[config.mk]
export PLATFORM = sky130hd
export DESIGN_NAME = bti_ctrl
export DESIGN_NICKNAME = d
export VERILOG_FILES = /design/src/design/bti_pkg.sv /design/src/design/bti_ctrl.sv
export SDC_FILE = /design/constraint.sdc
export NUM_CORES = 1
export LEC_CHECK = 0
export ABC_AREA = 1
export ABC_CLOCK_PERIOD_IN_PS = 2800
export BUFFER_PORTS_ARGS = -buffer_cell sky130_fd_sc_hd__buf_2
export CORE_MARGIN = 2
export CORE_UTILIZATION = 50
export DETAILED_ROUTE_END_ITERATION = 12
export HOLD_SLACK_MARGIN = 0.12
export PLACE_DENSITY_LB_ADDON = 0.15
export SYNTH_ARGS = -nofsm -noshare
export SYNTH_HDL_FRONTEND = slang
export SYNTH_SLANG_ARGS = --single-unit
[constraint.sdc]
create_clock -name clock -period 2.8 [get_ports clock]
set_input_delay 0.56 -clock clock [delete_from_list [all_inputs] [get_ports clock]]
set_output_delay 0.56 -clock clock [all_outputs]
set_load 0.01 [all_outputs]
[src/design/bti_pkg.sv]
// ----------------------------------------------------------------------------
// bti_pkg
// Shared types and codes of the bilinear table interpolator.
// ----------------------------------------------------------------------------
package bti_pkg;

   localparam int AXIS_BITS = 16;
   localparam int CNT_BITS  = 8;

   typedef enum logic [1:0] {
      OP_LOOKUP  = 2'd0,
      OP_WRITE_X = 2'd1,
      OP_WRITE_Y = 2'd2,
      OP_WRITE_G = 2'd3
   } op_type;

   localparam logic [1:0] CASE_INSIDE    = 2'd0;
   localparam logic [1:0] CASE_CORNER    = 2'd1;
   localparam logic [1:0] CASE_X_CLAMPED = 2'd2;
   localparam logic [1:0] CASE_Y_CLAMPED = 2'd3;

   localparam logic CSR_X_COUNT = 1'b0;
   localparam logic CSR_Y_COUNT = 1'b1;

   typedef enum logic [2:0] {
      ST_IDLE,
      ST_SEARCH,
      ST_WEIGHT,
      ST_MAC,
      ST_DIV_INIT,
      ST_DIV,
      ST_DONE
   } state_type;

   typedef struct packed {
      logic                wr_x;
      logic                wr_y;
      logic                wr_grid;
      logic                load_query;
      logic                search_issue;
      logic                weight_load;
      logic                mac_start;
      logic                mac_issue;
      logic                div_load;
      logic                div_step;
      logic                out_load;
      logic [CNT_BITS-1:0] cnt;
   } cmd_type;

   typedef struct packed {
      logic search_done;
      logic out_free;
   } status_type;

endpackage

[src/design/bti_ctrl.sv]
// ----------------------------------------------------------------------------
// bti_ctrl
// Sequencer: search, weights, multiply-accumulate, divide and hand-off.
// ----------------------------------------------------------------------------
module bti_ctrl #(
   parameter int VALUE_BITS = 16
) (
   input  logic                 clock,
   input  logic                 reset,
   input  logic                 req_tvalid,
   input  logic [1:0]           req_op,
   output logic                 req_tready,
   input  bti_pkg::status_type  status,
   output bti_pkg::cmd_type     cmd
);
   import bti_pkg::*;

   localparam int AW = VALUE_BITS + 34;

   state_type           state_ff, state_in;
   logic [CNT_BITS-1:0] cnt_ff, cnt_in;
   logic                accept;

   assign req_tready = (state_ff == ST_IDLE);
   assign accept     = req_tvalid && req_tready;

   always_ff @(posedge clock) begin
      if (reset) begin
         state_ff <= ST_IDLE;
         cnt_ff   <= '0;
      end else begin
         state_ff <= state_in;
         cnt_ff   <= cnt_in;
      end
   end

   always_comb begin
      state_in = state_ff;
      cnt_in   = cnt_ff;
      case (state_ff)
         ST_IDLE: begin
            cnt_in = '0;
            if (accept && (req_op == OP_LOOKUP)) state_in = ST_SEARCH;
         end
         ST_SEARCH: begin
            cnt_in = cnt_ff + CNT_BITS'(1);
            if (status.search_done) begin
               state_in = ST_WEIGHT;
               cnt_in   = '0;
            end
         end
         ST_WEIGHT: begin
            state_in = ST_MAC;
         end
         ST_MAC: begin
            cnt_in = cnt_ff + CNT_BITS'(1);
            if (cnt_ff == CNT_BITS'(5)) begin
               state_in = ST_DIV_INIT;
               cnt_in   = '0;
            end
         end
         ST_DIV_INIT: begin
            state_in = ST_DIV;
         end
         ST_DIV: begin
            cnt_in = cnt_ff + CNT_BITS'(1);
            if (cnt_ff == CNT_BITS'(AW - 1)) state_in = ST_DONE;
         end
         ST_DONE: begin
            if (status.out_free) state_in = ST_IDLE;
         end
         default: begin
            state_in = ST_IDLE;
         end
      endcase
   end

   always_comb begin
      cmd     = '0;
      cmd.cnt = cnt_ff;
      case (state_ff)
         ST_IDLE: begin
            cmd.wr_x       = accept && (req_op == OP_WRITE_X);
            cmd.wr_y       = accept && (req_op == OP_WRITE_Y);
            cmd.wr_grid    = accept && (req_op == OP_WRITE_G);
            cmd.load_query = accept && (req_op == OP_LOOKUP);
         end
         ST_SEARCH: begin
            cmd.search_issue = !status.search_done;
         end
         ST_WEIGHT: begin
            cmd.weight_load = 1'b1;
         end
         ST_MAC: begin
            cmd.mac_start = (cnt_ff == '0);
            cmd.mac_issue = (cnt_ff < CNT_BITS'(4));
         end
         ST_DIV_INIT: begin
            cmd.div_load = 1'b1;
         end
         ST_DIV: begin
            cmd.div_step = 1'b1;
         end
         ST_DONE: begin
            cmd.out_load = status.out_free;
         end
         default: begin
            cmd.cnt = cnt_ff;
         end
      endcase
   end

endmodule

==> parameters.txt <==
Parameter                              Value

Outcome
  Outcome    finished, final reports clean

Clock network
  Cell chosen for the clock root    clkbuf_4
  Number of clock buffers inserted by TritonCTS    3
  Max Buffers Root-to-Sink    2
  Total number of clock tree sinks    11
  Worst-Skew Late Latency    0.27 ns
  Clk pin slew, worst setup/hold paths    0.07 ns
  Hold bufs inserted after CTS    0
  Setup bufs post-CTS    0
  TritonCTS clock tree    built
  H-tree depth    1
  PostCTS Resize Cnt    0

Min path
  Worst min-delay path category    input pin to register

Power
  Internal power consumption    0.000346 W
  Clock power share    17.0%
  Leakage power summed over all cells    0.507 nW
  Sequential Power Share    33.5%
  Post-layout total power    0.000636 W
  Switch Pwr    0.000289 W
  Combinational share of power    49.6%
  Power per unit of standard cell area    658 nW/um^2
  Worst vdd rail ir drop    403 uV
  Net Sw Frac    45.5%

Global routing
  Total routing resource utilization after global routing    21.1%
  Grt ovf    0
  Wire length of the first global-routing pass    3040 um
  Pin count of the biggest net entering global routing    9
  Number of global-route vias before repair    720
  Antenna violations before repair    0

Detailed routing
  Via total after detailed routing    836
  Avg Vias per Cell    5.01
  DR iter-0 viols    25
  Residual antenna-violating net count after detailed routing    0
  Total Routed Length    1720 um
  Remaining routing DRC violations    0
  Number of optimization iterations in the first detailed-route pass    4
  Post-detailed-route wirelength per cell    10.3 um

Worst setup path
  Setup crit end kind    output pin
  Type of element launching the critical path    register
  Kind of critical path    register to output pin
  Maximum fanout along the worst path    7
  Crit-path max cell delay    0.47 ns
  Required time of the critical path    2.24 ns
  Cell Chain, Critical Path    nand3_1 > nor4_2 > and2_1 > buf_2
  CP max-delay cell    dfxtp_1
  Signal arrival time at the worst endpoint    1.52 ns

Finish
  Design Area, Final    966 sq um
  Signed area change from the synthesized netlist to the final layout    21.6%
  Final antenna diode count    0
  # nets final    162
  Layout cell share with drive strength beyond 1    29.1%

Timing
  Setup repair after global routing missed its margin    no
  Final count of hold timing violations    0
  Peak Freq    481 MHz
  Pins Over Slew Limit    0
  Period Utilization, post-route    74.2%
  Final setup TNS    0 ns
  Total of endpoints with negative setup slack in the final report    0
  Rel. slew slack    63.1%
  Actual slew at the worst max-slew pin    0.548 ns
  Final setup skew    0.00122 ns
  Clock period minus worst slack    2.08 ns

Floorplanning
  FP Rows    14
  Die X-Extent    43.9 um
  Area of the die    1920 sq um
  Core Box Area    1510 sq um
  Die height    43.9 um
  IO Count    27
  Starting utilization of the core area    52.7%

Placed design
  Final HPWL from detailed placement    1390 um
  Total placed instance area    940 sq um
  IO Port Bufs    26
  Global placer's final weighted congestion    0.810

Logic synthesis
  Yosys reg bits    11
  Register area share after synthesis    27.7%
  Number of enable flip-flop cells after synthesis    0
  Warning count from the yosys run    0
  Average cell area after synthesis    6.51 sq um
  Most used flip-flop cell after synthesis    dfxtp_1
  Gate count of the mapped netlist    122
  Unique cell type count in the Yosys netlist    27
  Mapped Nets    132
  Cell area after technology mapping    795 sq um
  Share of synthesized flip-flops with an asynchronous set or reset    0%

Run
  Number of maximum-capacitance constraint violations    0
[final cells by class]
| class | instances | area [sq um] |
|---|---|---|
| fill | 152 | 541 |
| inverter | 22 | 82.6 |
| sequential | 11 | 220 |
| tap | 16 | 20.0 |
| timing repair buffer | 26 | 130 |
| multi-input combinational | 88 | 487 |
| clock buffer | 4 | 26.3 |
[power groups by stage]
stage | Sequential (W) | Combinational, W | Clock (W)
CTS | 0.000212 | 0.000316 | 0.000115
global placement | 0.000214 | 0.000308 | 0
detailed placement | 0.000216 | 0.000315 | 0
finish | 0.000213 | 0.000315 | 0.000108
floorplan | 0.000211 | 0.000234 | 0
global route | 0.000219 | 0.000363 | 0.000124
[placed cells by master (no fill, tap or decap), types with 2 or more instances in the layout]
master / instances
a21oi_1: 3
buf_2: 26
clkbuf_4: 3
dfxtp_1: 11
ha_1: 3
inv_1: 18
inv_2: 4
nand2_1: 20
nand2_2: 2
nand3_1: 10
nand3_2: 2
nand4_1: 3
nor2_1: 20
nor2_2: 2
nor3_1: 5
o21ai_0: 4
o21ai_1: 2
xor2_1: 2
[final timing paths]
| check | startpoint | cells after the start | slack [ns] | end |
|---|---|---|---|---|
| setup / recovery | state_ff[0] | 4 | 0.72 | cmd[12] |
| hold / removal | reset | 2 | 0.51 | cnt_ff[1] |
| setup reg to reg | cnt_ff[0] | 6 | 1.32 | cnt_ff[2] |
| hold reg to reg | cnt_ff[1] | 2 | 0.53 | cnt_ff[1] |
[per-stage QoR]
| stage | std cells | util (%) | worst slack, ns | hold slack [ns] |
|---|---|---|---|---|
| global route | 167 | 64.1 | 0.564 | 0.489 |
| global placement | 163 | 62.4 | 1.06 | 0.515 |
| CTS | 167 | 64.1 | 0.710 | 0.490 |
| detailed placement | 163 | 62.4 | 1.03 | 0.517 |
| finish | 167 | 64.1 | 0.721 | 0.508 |
| floorplan | 122 | - | 0.990 | 0.522 |
[state kept, by name (all words and copies together) (netlist names)]
signal,cells
state_ff,3
cnt_ff,8
[synthesized netlist by cell type, types with 2 or more instances]
cell type  number  area (sq um)
ha_1            3          37.5
a21oi_1         3          15.0
nand2_2         2          12.5
inv_1          18          67.6
nor2_1         20          75.1
nor3_1          5          25.0
o21ai_1         2          10.0
o21ai_0         4          20.0
nor2_2          2          12.5
inv_2           4          15.0
nand4_1         3          18.8
nand2_1        20          75.1
dfxtp_1        11           220
nand3_1        10          50.1
xor2_1          2          17.5
nand3_2         2          20.0
[per-layer routing]
metal	share of wire (%)	track usage (%)
met5	0	0
met3	5.0	7.92
met1	50	28.8
met2	44	31.5
met4	0.46	4.85
[worst max-delay path, delay by kind of cell, from the launching register on]
family,cells,cell delay (ns)
and+or+nand+nor,3,0.66
DFF,1,0.47
buffers and inverters,1,0.12
[kinds of logic (layout without fill, tap and decap cells)]
logic type | after synthesis | after routing | synth area share [%]
xor+xnor | 3 | 3 | 3.31
flops | 11 | 11 | 27.7
fa+ha+maj | 3 | 3 | 4.72
buf+inv | 23 | 52 | 11.0
compound gates | 13 | 13 | 9.45
simple gates | 69 | 69 | 43.8
Note: power is estimated with default switching activity, not from simulation.
